File: config.mk
export PLATFORM = sky130hd
export DESIGN_NAME = lhm_div
export DESIGN_NICKNAME = d
export VERILOG_FILES = /design/src/design/lhm_pkg.sv /design/src/design/lhm_div.sv
export SDC_FILE = /design/constraint.sdc
export NUM_CORES = 1
export LEC_CHECK = 0
export BUFFER_PORTS_ARGS = -buffer_cell sky130_fd_sc_hd__buf_2
export CAP_MARGIN = 20
export CORE_MARGIN = 10
export CORE_UTILIZATION = 40
export DETAILED_ROUTE_END_ITERATION = 8
export PLACE_DENSITY = 0.74
export SLEW_MARGIN = 10
export SYNTH_ARGS = -nofsm -noshare
export SYNTH_HDL_FRONTEND = slang
export SYNTH_SLANG_ARGS = --single-unit
File: constraint.sdc
create_clock -name aclk -period 3.55 [get_ports aclk]
set_input_delay 0.71 -clock aclk [delete_from_list [all_inputs] [get_ports aclk]]
set_output_delay 0.71 -clock aclk [all_outputs]
set_load 0.02 [all_outputs]
File: src/design/lhm_pkg.sv
package lhm_pkg;

    localparam int NUM_STREAMS = 8;
    localparam int MAX_BUCKETS = 16;
    localparam int STREAM_W    = 3;
    localparam int BKT_W       = 4;
    localparam int ADDR_W      = STREAM_W + BKT_W;
    localparam int HIST_DEPTH  = NUM_STREAMS * MAX_BUCKETS;

    localparam int DVD_W = 63;
    localparam int DVS_W = 32;

    // configuration register indexes
    localparam logic [1:0] CFG_BUCKET_COUNT = 2'd0;
    localparam logic [1:0] CFG_BUCKET_WIDTH = 2'd1;
    localparam logic [1:0] CFG_RESET_PERIOD = 2'd2;

    localparam logic [47:0] MAX48 = 48'hFFFF_FFFF_FFFF;
    localparam logic [62:0] MAX63 = 63'h7FFF_FFFF_FFFF_FFFF;
    localparam logic [31:0] MAX32 = 32'hFFFF_FFFF;

    typedef struct packed {
        logic             start;
        logic [DVD_W-1:0] dividend;
        logic [DVS_W-1:0] divisor;
    } div_req_t;

    typedef struct packed {
        logic             busy;
        logic             done;
        logic [DVD_W-1:0] quotient;
    } div_rsp_t;

endpackage

File: src/design/lhm_div.sv
module lhm_div (
    input  logic             aclk,
    input  logic             aresetn,
    input  lhm_pkg::div_req_t req,
    output lhm_pkg::div_rsp_t rsp
);
    import lhm_pkg::*;

    logic [DVD_W-1:0] quo_reg;
    logic [DVS_W-1:0] rem_reg;
    logic [DVS_W-1:0] dvs_reg;
    logic [5:0]       cnt_reg;
    logic             busy_reg;
    logic             done_reg;
    logic [DVS_W:0]   shifted;
    logic [DVS_W:0]   diff;
    logic             ge;

    // one restoring step per cycle, quotient bits shift in from the bottom
    assign shifted = {rem_reg, quo_reg[DVD_W-1]};
    assign diff    = shifted - {1'b0, dvs_reg};
    assign ge      = shifted >= {1'b0, dvs_reg};

    always_ff @(posedge aclk) begin
        if (!aresetn) begin
            busy_reg <= 1'b0;
            done_reg <= 1'b0;
            cnt_reg  <= '0;
        end else begin
            done_reg <= 1'b0;
            if (req.start) begin
                busy_reg <= 1'b1;
                cnt_reg  <= '0;
                quo_reg  <= req.dividend;
                dvs_reg  <= req.divisor;
                rem_reg  <= '0;
            end else if (busy_reg) begin
                rem_reg <= ge ? diff[DVS_W-1:0] : shifted[DVS_W-1:0];
                quo_reg <= {quo_reg[DVD_W-2:0], ge};
                cnt_reg <= cnt_reg + 6'd1;
                if (cnt_reg == 6'(DVD_W - 1)) begin
                    busy_reg <= 1'b0;
                    done_reg <= 1'b1;
                end
            end
        end
    end

    assign rsp.busy     = busy_reg;
    assign rsp.done     = done_reg;
    assign rsp.quotient = quo_reg;

    // checks
    a_no_restart: assert property (@(posedge aclk) disable iff (!aresetn)
        req.start |-> !busy_reg)
        else $error("divider started while busy");

    a_done_idle: assert property (@(posedge aclk) disable iff (!aresetn)
        done_reg |-> !busy_reg)
        else $error("divider done while still busy");

    a_done_pulse: assert property (@(posedge aclk) disable iff (!aresetn)
        done_reg |=> !done_reg)
        else $error("divider done held longer than one cycle");

endmodule

==> results.md, run 1 <==
CTS:
- The tree is rooted in a sky130_fd_sc_hd__clkbuf_16.
- The CTS clock-pin slew for the worst setup and hold paths is around 0.07 ns.
- The worst-case clock buffer depth is 2.
- The clock tree synthesis step divided the H-tree into 4 levels.
- The post-CTS setup buffer count is 0.
- The number of sinks on the clock net is around 140.
- Buffers inserted during clock tree synthesis total 17.
- At the later pin of the worst-skew pair, clock insertion delay measures approximately 0.42 ns.
- The cts-stage hold buffer count is 0.
- The TritonCTS clock tree is done.
- The post-cts repair resize count is 0.

Place:
- Detailed placement finished with a half-perimeter wire length of approximately 14 mm.
- The global placement routability congestion is 0.875.
- The post-placement setup slack is ~0.54 ns.
- The total of buffers placed on input and output ports is roughly 160.
- The placed instance area is 8350 um2.

Critical path:
- The arrival time of data at the critical path endpoint is ~3.3 ns.
- The worst setup path is of the reg -> reg kind.
- The launching point of the worst reg2reg path is rem_reg[5].
- For this design, the slowest cell found on the critical path is sky130_fd_sc_hd__ha_1.
- The kind of end point of the critical path is a flip-flop.
- In this run the register-to-register setup slack is 0.49 ns.
- The number of cells on the worst reg-to-reg path is 11.
- Walking the worst path, the cells encountered are ha_1 -> a211oi_2 -> o21bai_1 -> nand4_1 -> o211ai_2 -> a31oi_4 -> o21ai_2 -> a311o_2 -> buf_4 -> or2_2 -> a21oi_1.
- The maximum single-stage delay on the critical path is 0.42 ns.
- The largest fanout on the critical path is 20.
- STA classifies the critical path startpoint as a flip-flop.
- The worst register-to-register path ends at rem_reg[27].
- The worst path required time is around 3.8 ns.

Timing:
- Setup violations remaining at the end of the flow were counted as 0.
- The count of endpoints failing hold in the final timing report is 0.
- For the final routed database, the setup TNS stands at 0 ns.
- Of the available clock period, the critical path in the final layout requires between 80% and 90%.
- Setup repair after global routing left no endpoint under its margin.
- At the pin with the least slew margin, the transition time is 0.568 ns.
- The clock skew after layout is approximately 0.013 ns.
- The final count of pins violating max slew was 0.
- The worst path setup slack after routing is between 0.4 and 0.5 ns.
- The clock period could shrink to between 3 and 4 ns.
- In this run the tightest slew margin relative to its limit is approximately 60%.
- The worst hold-check slack is 0.461 ns.
- The highest achievable clock rate is ~330 MHz.

Synthesis:
- Synthesis produced a netlist with a net count of between 700 and 800.
- The largest area contributor in the netlist is sky130_fd_sc_hd__edfxtp_1.
- The portion of the post-synthesis area used by sequential elements is 54.4%.
- The combined area of all synthesized cells is 7310 um2.
- Sorting the synthesized cells by area gives the leading types as sky130_fd_sc_hd__edfxtp_1 (52%), sky130_fd_sc_hd__mux2_2 (9.7%), sky130_fd_sc_hd__ha_1 (5.8%), sky130_fd_sc_hd__mux2i_1 (3.2%), sky130_fd_sc_hd__nor2_1 (2.5%).
- The primary flip-flop cell chosen by synthesis mapping is sky130_fd_sc_hd__edfxtp_1.
- Counting distinct cell types in the post-synthesis netlist gives 55.
- Synthesis handed over a netlist of about 600 instances.
- The Yosys step of the flow raised 0 warnings.
- The number of flops mapped to enable cells by yosys is between 100 and 150.
- The number of register bits inferred by synthesis is approximately 140.
- The mean instance size in the synthesized netlist is between 10 and 15 um2.
- The fraction of registers with async set or reset after synthesis is 0%.
- The area share of the largest cell type after synthesis is around 52%.

Finish:
- For this run, the post-layout net count is 896.
- Compared with the post-synthesis result, the final layout area differs by 22.6%.
- The register with the most flip-flops in the layout has between 60 and 70 of them.
- After routing the design area is approximately 9000 um2.
- The post-route netlist has a little over a third of its cells at a drive strength greater than 1.

Power and ir drop:
- The power after layout is between 0.004 and 0.005 W.
- In this run the static leakage power is about 3.8 nW.
- VDD sags by at most 0.382 mV.
- The total power density per cell area is approximately 530 nW/um2.

Die:
- The initial utilization of the core area, before any placement, comes to about two fifths.
- The die boundary height is approximately 160 um.
- The die extent in x is ~160 um.
- The I/O pin count is between 150 and 200.
- The count of standard-cell rows is 49.
- The die covers 24100 um2.
- The total area inside the core boundary comes to 18000 um2.

Hold path:
- The launch point of the worst hold path is req[23].
- The tightest min-delay check is of the in -> reg type.
- The worst hold path terminates at dvs_reg[23].
- Counting instances, the worst hold path has a depth of 1.

Detailed routing:
- The number of DRC violations after detailed-routing iteration 0 is 302.
- For this block, the routed nets add up to approximately 18 mm of wire.
- The total number of vias is about 5200.
- The final routed DRC violation total is 0.
- The number of nets with antenna violations after detailed routing is 0.
- Dividing the detail-routed via count by the number of cells gives 5.18.
- The pre-antenna-repair detailed-routing pass consisted of 4 iterations.
- Dividing the detail-routed wire length by the instance count gives roughly 18 um.

GRT:
- Entering global routing, the biggest net connects 60 pins.
- The total congestion overflow is 0.
- The initial antenna violation count is 10.
- The wire length of the first global-routing pass is roughly 29 mm.
- The number of global-route vias before repair is ~5500.
- The total global routing track utilization is 15.3%.

Outcome:
- The run finished with clean final reports.

Job:
- Across the run, the number of max-cap violations was 0.
-- cell usage in the layout, fill, tap and decap left out, types with 4 or more instances in the layout --
cell,n
sky130_fd_sc_hd__nand3_1,12
sky130_fd_sc_hd__xor2_1,15
sky130_fd_sc_hd__clkinv_4,4
sky130_fd_sc_hd__a31oi_1,5
sky130_fd_sc_hd__buf_2,161
sky130_fd_sc_hd__and3_1,4
sky130_fd_sc_hd__dfxtp_1,8
sky130_fd_sc_hd__nand4_1,9
sky130_fd_sc_hd__inv_1,44
sky130_fd_sc_hd__ha_1,34
sky130_fd_sc_hd__mux2i_1,23
sky130_fd_sc_hd__a21o_1,15
sky130_fd_sc_hd__o21bai_1,6
sky130_fd_sc_hd__nand2_1,28
sky130_fd_sc_hd__mux2_2,63
sky130_fd_sc_hd__edfxtp_1,127
sky130_fd_sc_hd__diode_2,4
sky130_fd_sc_hd__o21ai_0,27
sky130_fd_sc_hd__xnor2_1,15
sky130_fd_sc_hd__a211oi_1,7
sky130_fd_sc_hd__buf_4,5
sky130_fd_sc_hd__nor3_1,5
sky130_fd_sc_hd__clkbuf_16,17
sky130_fd_sc_hd__nor2_1,48
sky130_fd_sc_hd__a21oi_1,30
-- report_power, final --
part	total, W	internal, W	switching, W
sequential	0.00196	0.00190	0.0000616
clock	0.00182	0.00111	0.000706
combinational	0.000999	0.000429	0.000570
-- through the flow --
stage / std cells / util (%)
final: 1008 / 49.9
after global routing: 1005 / 49.8
after CTS: 1004 / 49.8
after detailed placement: 973 / 46.5
after global placement: 973 / 46.5
after floorplan: 603 / -
-- critical path: cells and delay by family, from the launching register on --
kind	cells	cell delay (ns)
buf+inv	1	0.23
flops	1	0.39
compound gates	7	1.41
fa+ha+maj	1	0.42
simple gates	2	0.45
-- cells in the mapped netlist (all sizes together) (13+ instances only) --
| cell | n |
|---|---|
| mux2i | 23 |
| clkbuf | 14 |
| ha | 34 |
| buf | 13 |
| a21o | 15 |
| edfxtp | 127 |
| nand2 | 28 |
| inv | 44 |
| xnor2 | 15 |
| mux2 | 63 |
| o21ai | 29 |
| nor2 | 48 |
| a21oi | 32 |
| xor2 | 15 |
-- kinds of logic (layout without fill, tap and decap cells) --
group                    after synthesis  in the layout  share of synthesized area, %
flip-flops                           135            135                          54.4
AND/OR/NAND/NOR                      129            129                          8.36
AO/OA/AOI/OAI                        117            117                          10.6
multiplexers                          86             86                          12.9
buffers and inverters                 71            243                          4.13
adder cells (fa/ha/maj)               35             35                          6.10
XOR/XNOR                              30             30                          3.60
other                                  0              4                             0
-- routing by layer --
metal	GRT usage, %	wire, um	vias to the layer above
li1	-	-	2556
met1	17.6	7600	2460
met2	23.7	8250	164
met3	8.99	1990	25
met4	3.91	210	12
met5	0	86	-
-- final cells by class --
type	instances	area, um2
fill	1615	9000
sequential	135	3970
multi-input combinational	397	3040
timing repair buffer	168	883
clock buffer	18	429
tap	229	287
clock inverter	13	171
inverter	44	165
antenna	4	10.0
-- worst max path at each step --
stage	startpoint	to	slack, ns	cells after the start
after floorplan	rem_reg[2]	quo_reg[0]	0.79	11
after global placement	rem_reg[9]	rem_reg[24]	0.57	11
after detailed placement	rem_reg[13]	rem_reg[27]	0.54	11
after CTS	rem_reg[5]	rem_reg[27]	0.48	11
after global routing	rem_reg[9]	rem_reg[5]	0.22	11
final	rem_reg[5]	rem_reg[27]	0.49	11
Power figures use the tool's default switching activity.
==> run 2, diff against run 1 <==
--- a/config.mk
+++ b/config.mk
@@ -10,7 +10,7 @@
 export CORE_MARGIN = 10
 export CORE_UTILIZATION = 40
 export DETAILED_ROUTE_END_ITERATION = 8
-export PLACE_DENSITY = 0.74
+export PLACE_DENSITY = 0.72
 export SLEW_MARGIN = 10
 export SYNTH_ARGS = -nofsm -noshare
 export SYNTH_HDL_FRONTEND = slang
==> constraint.sdc (replaced) <==
create_clock -name aclk -period 3.5 [get_ports aclk]
set_input_delay 0.7 -clock aclk [delete_from_list [all_inputs] [get_ports aclk]]
set_output_delay 0.7 -clock aclk [all_outputs]
set_load 0.02 [all_outputs]
==> run 2 against run 1 <==
Total power is 3.0% lower; critical endpoint unchanged; first-iteration DRC count up 35%; final cell count is essentially flat; design area is 0.81% lower; flip-flop and latch count stayed put; largest power group unchanged; hold slack worse by 0.0052 ns.
==> results.md, run 2 (synthesized netlist as in run 1, its figures left out) <==
Detailed routing:
- The final routed wire length divided by cell count came to 18.5 um (was 18.0 um).
- The final routed DRC violation total is 0 (unchanged).
- The aggregate routed wire length is 18.6 mm (was 18.1 mm).
- The number of nets with antenna violations after detailed routing is 0 (unchanged).
- The total number of vias is 5232 (was 5217).
- The post-detailed-route via-to-cell ratio is 5.20 (was 5.18).
- The number of DRC violations after detailed-routing iteration 0 was 407 (was 302).
- The iteration count of the initial detailed-routing pass was 5 (was 4).

Timing:
- The count of endpoints failing hold in the final timing report is 0 (unchanged).
- The slew at the pin closest to its max-slew limit came to 0.880 ns (was 0.568 ns).
- The count of endpoints failing setup in the final report is 0 (unchanged).
- The highest achievable clock rate came to 325 MHz (was 327 MHz).
- The sum of negative setup slack is 0 ns (unchanged).
- The headroom to the max-slew limit is 41.3% (was 61.8%).
- RSZ-0062 raised after global routing: false (unchanged).
- The clock skew after layout was 0.00977 ns (was 0.0127 ns).
- The ratio of final minimum period to clock period was 88.0% (was 86.3%).
- The final count of pins violating max slew is 0 (unchanged).
- The worst path setup slack after routing is 0.420 ns (was 0.488 ns).
- The minimum clock period after layout is 3.08 ns (was 3.06 ns).

Die:
- The count of standard-cell rows was 49 (unchanged).
- The initial standard-cell utilization of the core came to 40.7% (unchanged).
- The floorplan core area is 18000 um2 (unchanged).
- The die extent in x was 155 um (unchanged).
- The die boundary height is 155 um (unchanged).
- The total die area is 24100 um2 (unchanged).
- The I/O pin count came to 163 (unchanged).

GRT:
- The total congestion overflow is 0 (unchanged).
- The wire length of the first global-routing pass is 29.5 mm (was 29.2 mm).
- The met2 demand-to-capacity share in global routing is 24.4% (was 23.7%).
- The global routing met3 resource utilization was 8.02% (was 8.99%).
- The initial antenna violation count came to 7 (was 10).
- The met1 capacity usage during global routing is 18.3% (was 17.6%).
- The maximum number of pins on one net before global-route repair is 63 (was 60).
- The busiest layer in global routing is met2 (unchanged).
- The total global routing track utilization is 15.5% (was 15.3%).
- The number of global-route vias before repair is 5459 (was 5479).

Power and ir drop:
- The proportion of power drawn by flip-flops and latches is 43.0% (was 41.1%).
- The clock network power share is 35.0% (was 38.0%).
- The total power density per cell area is 521 nW/um2 (was 533 nW/um2).
- The part of the power in combinational logic is 22.0% (was 20.9%).
- The internal power consumption is 0.00327 W (was 0.00344 W).
- The switching share of power was 29.5% (was 28.0%).
- The power spent charging and discharging nets is 0.00136 W (was 0.00134 W).
- The leakage power total is 3.73 nW (was 3.76 nW).
- The worst-case vdd ir drop is 0.346 mV (was 0.382 mV).

Critical path:
- The worst reg2reg path endpoint was rem_reg[27] (unchanged).
- The worst reg-to-reg setup slack is 0.42 ns (was 0.49 ns).
- The kind of end point of the critical path was a flip-flop (unchanged).
- The number of cells on the worst reg-to-reg path is 11 (unchanged).
- The start-to-end type of the worst setup path was reg -> reg (unchanged).
- The slowest cell on the critical path is sky130_fd_sc_hd__ha_1 (unchanged).
- The arrival time of data at the critical path endpoint is 3.34 ns (was 3.32 ns).
- The launching point of the worst reg2reg path is rem_reg[5] (unchanged).
- The kind of launch point of the worst setup path is a flip-flop (unchanged).
- Ordered list of cells on the worst path: ha_1 -> a211oi_2 -> o21bai_1 -> nand4_1 -> o211ai_2 -> a31oi_4 -> o21ai_2 -> a311o_2 -> buf_4 -> or2_2 -> a21oi_1 (unchanged).
- The worst path required time is 3.76 ns (was 3.81 ns).
- The maximum single-stage delay on the critical path is 0.42 ns (about the same).
- The largest fanout on the critical path is 21 (was 20).

CTS:
- The CTS clock-pin slew for the worst setup and hold paths is 0.06 ns (was 0.07 ns).
- The cts-stage hold buffer count was 0 (unchanged).
- The post-CTS setup buffer count is 0 (unchanged).
- The number of buffers inserted during clock tree synthesis is 17 (unchanged).
- The TritonCTS clock tree is done (unchanged).
- The number of sinks on the clock net was 135 (unchanged).
- The CTS root buffer is sky130_fd_sc_hd__clkbuf_16 (unchanged).
- The post-cts repair resize count is 0 (unchanged).
- The number of H-tree levels is 4 (unchanged).
- The worst-case clock buffer depth is 2 (unchanged).
- The worst-skew pair later-pin latency is 0.42 ns (about the same).

Finish:
- The area growth from synthesis to layout is 21.6% (was 22.6%).
- The count of nets after finishing is 896 (unchanged).
- Commonest non-fill, non-tap cells in the layout: sky130_fd_sc_hd__buf_2 (161), sky130_fd_sc_hd__edfxtp_1 (127), sky130_fd_sc_hd__mux2_2 (63), sky130_fd_sc_hd__nor2_1 (48), sky130_fd_sc_hd__inv_1 (44) (unchanged).
- The area used by multi-input combinational logic came to 3040 um2 (about the same).
- The commonest non-fill, non-tap cell in the layout is sky130_fd_sc_hd__buf_2 (unchanged).
- The area of all sequential standard cells is 3970 um2 (unchanged).
- The final-layout fill cell count was 1610 (was 1615).
- The number of standard cells in the final layout excluding fillers is 1007 (was 1008).
- The share of layout cells above drive strength 1 is 35.4% (was 35.5%).
- The flip-flop count of the largest register, all copies and words added was 63 (unchanged).

Place:
- The number of instances in the placed design is 973 (unchanged).
- The total of buffers placed on input and output ports was 162 (unchanged).
- The post-placement setup slack was 0.467 ns (was 0.536 ns).
- The global placement routability congestion is 0.908 (was 0.875).
- The HPWL reported at the end of detailed placement is 14.2 mm (was 13.7 mm).

Outcome:
- Status: finished, final reports clean (unchanged).

Hold path:
- The worst hold path stage count is 1 (unchanged).
- The launch point of the worst hold path was req[4] (was req[23]).
- The worst min-delay path class is in -> reg (unchanged).
- The capture endpoint of the worst hold path is dvs_reg[4] (was dvs_reg[23]).

Job:
- The number of maximum-capacitance constraint violations is 0 (unchanged).
-- run 2: cell types whose count changed in the layout (fill, tap and decap cells not counted), sizes merged --
cell	change
bufinv	-3
diode	-2
clkinv	+6
inv	-1
clkbuf	-1
-- run 2: worst max path at each step --
stage	slack (ns)	to	from	depth (start not counted)
global placement	0.50	rem_reg[24]	rem_reg[9]	11
finish	0.42	rem_reg[27]	rem_reg[5]	11
floorplan	0.74	quo_reg[0]	rem_reg[2]	11
CTS	0.43	rem_reg[27]	rem_reg[5]	11
detailed placement	0.47	rem_reg[2]	rem_reg[9]	11
global route	0.13	rem_reg[1]	rem_reg[9]	11
-- run 2: through the flow --
step | hold WS [ns] | area [um2] | total power, W | util (%)
final | 0.456 | 8890 | 0.00463 | 49.5
after global routing | 0.436 | 8880 | 0.00486 | 49.5
after CTS | 0.437 | 8880 | 0.00467 | 49.4
after detailed placement | 0.488 | 8350 | 0.00304 | 46.5
after global placement | 0.472 | 8350 | 0.00303 | 46.5
after floorplan | 0.458 | 7310 | 0.00277 | -
-- run 2: worst max-delay path: cells and delay by family (launching register included) --
kind	cells	cell delay [ns]
adders and majority gates	1	0.42
and+or+nand+nor	2	0.45
buffers and inverters	1	0.23
DFF	1	0.40
AOI/OAI and AO/OA	7	1.41
-- run 2: per-layer routing --
layer	vias to the layer above	wire (um)
met4	8	197
met3	24	1870
met5	-	52
met1	2451	7790
met2	193	8690
li1	2556	-
-- run 2: final cells by class --
type                            instances  share of cell area, %
Sequential cell                       135                   44.7
Multi-Input combinational cell        397                   34.2
Timing Repair Buffer                  168                   9.94
Clock buffer                           17                   4.79
Tap cell                              229                   3.22
Inverter                               44                   1.86
Clock inverter                         15                   1.20
Antenna cell                            2                 0.0563
-- run 2: power groups by stage --
stage,logic [W],clock network [W],registers [W]
2_1_floorplan,0.000704,0,0.00206
3_3_place_gp,0.00100,0,0.00202
3_5_place_dp,0.00102,0,0.00202
4_1_cts,0.00103,0.00165,0.00199
5_1_grt,0.00114,0.00171,0.00200
6_report,0.00102,0.00162,0.00199
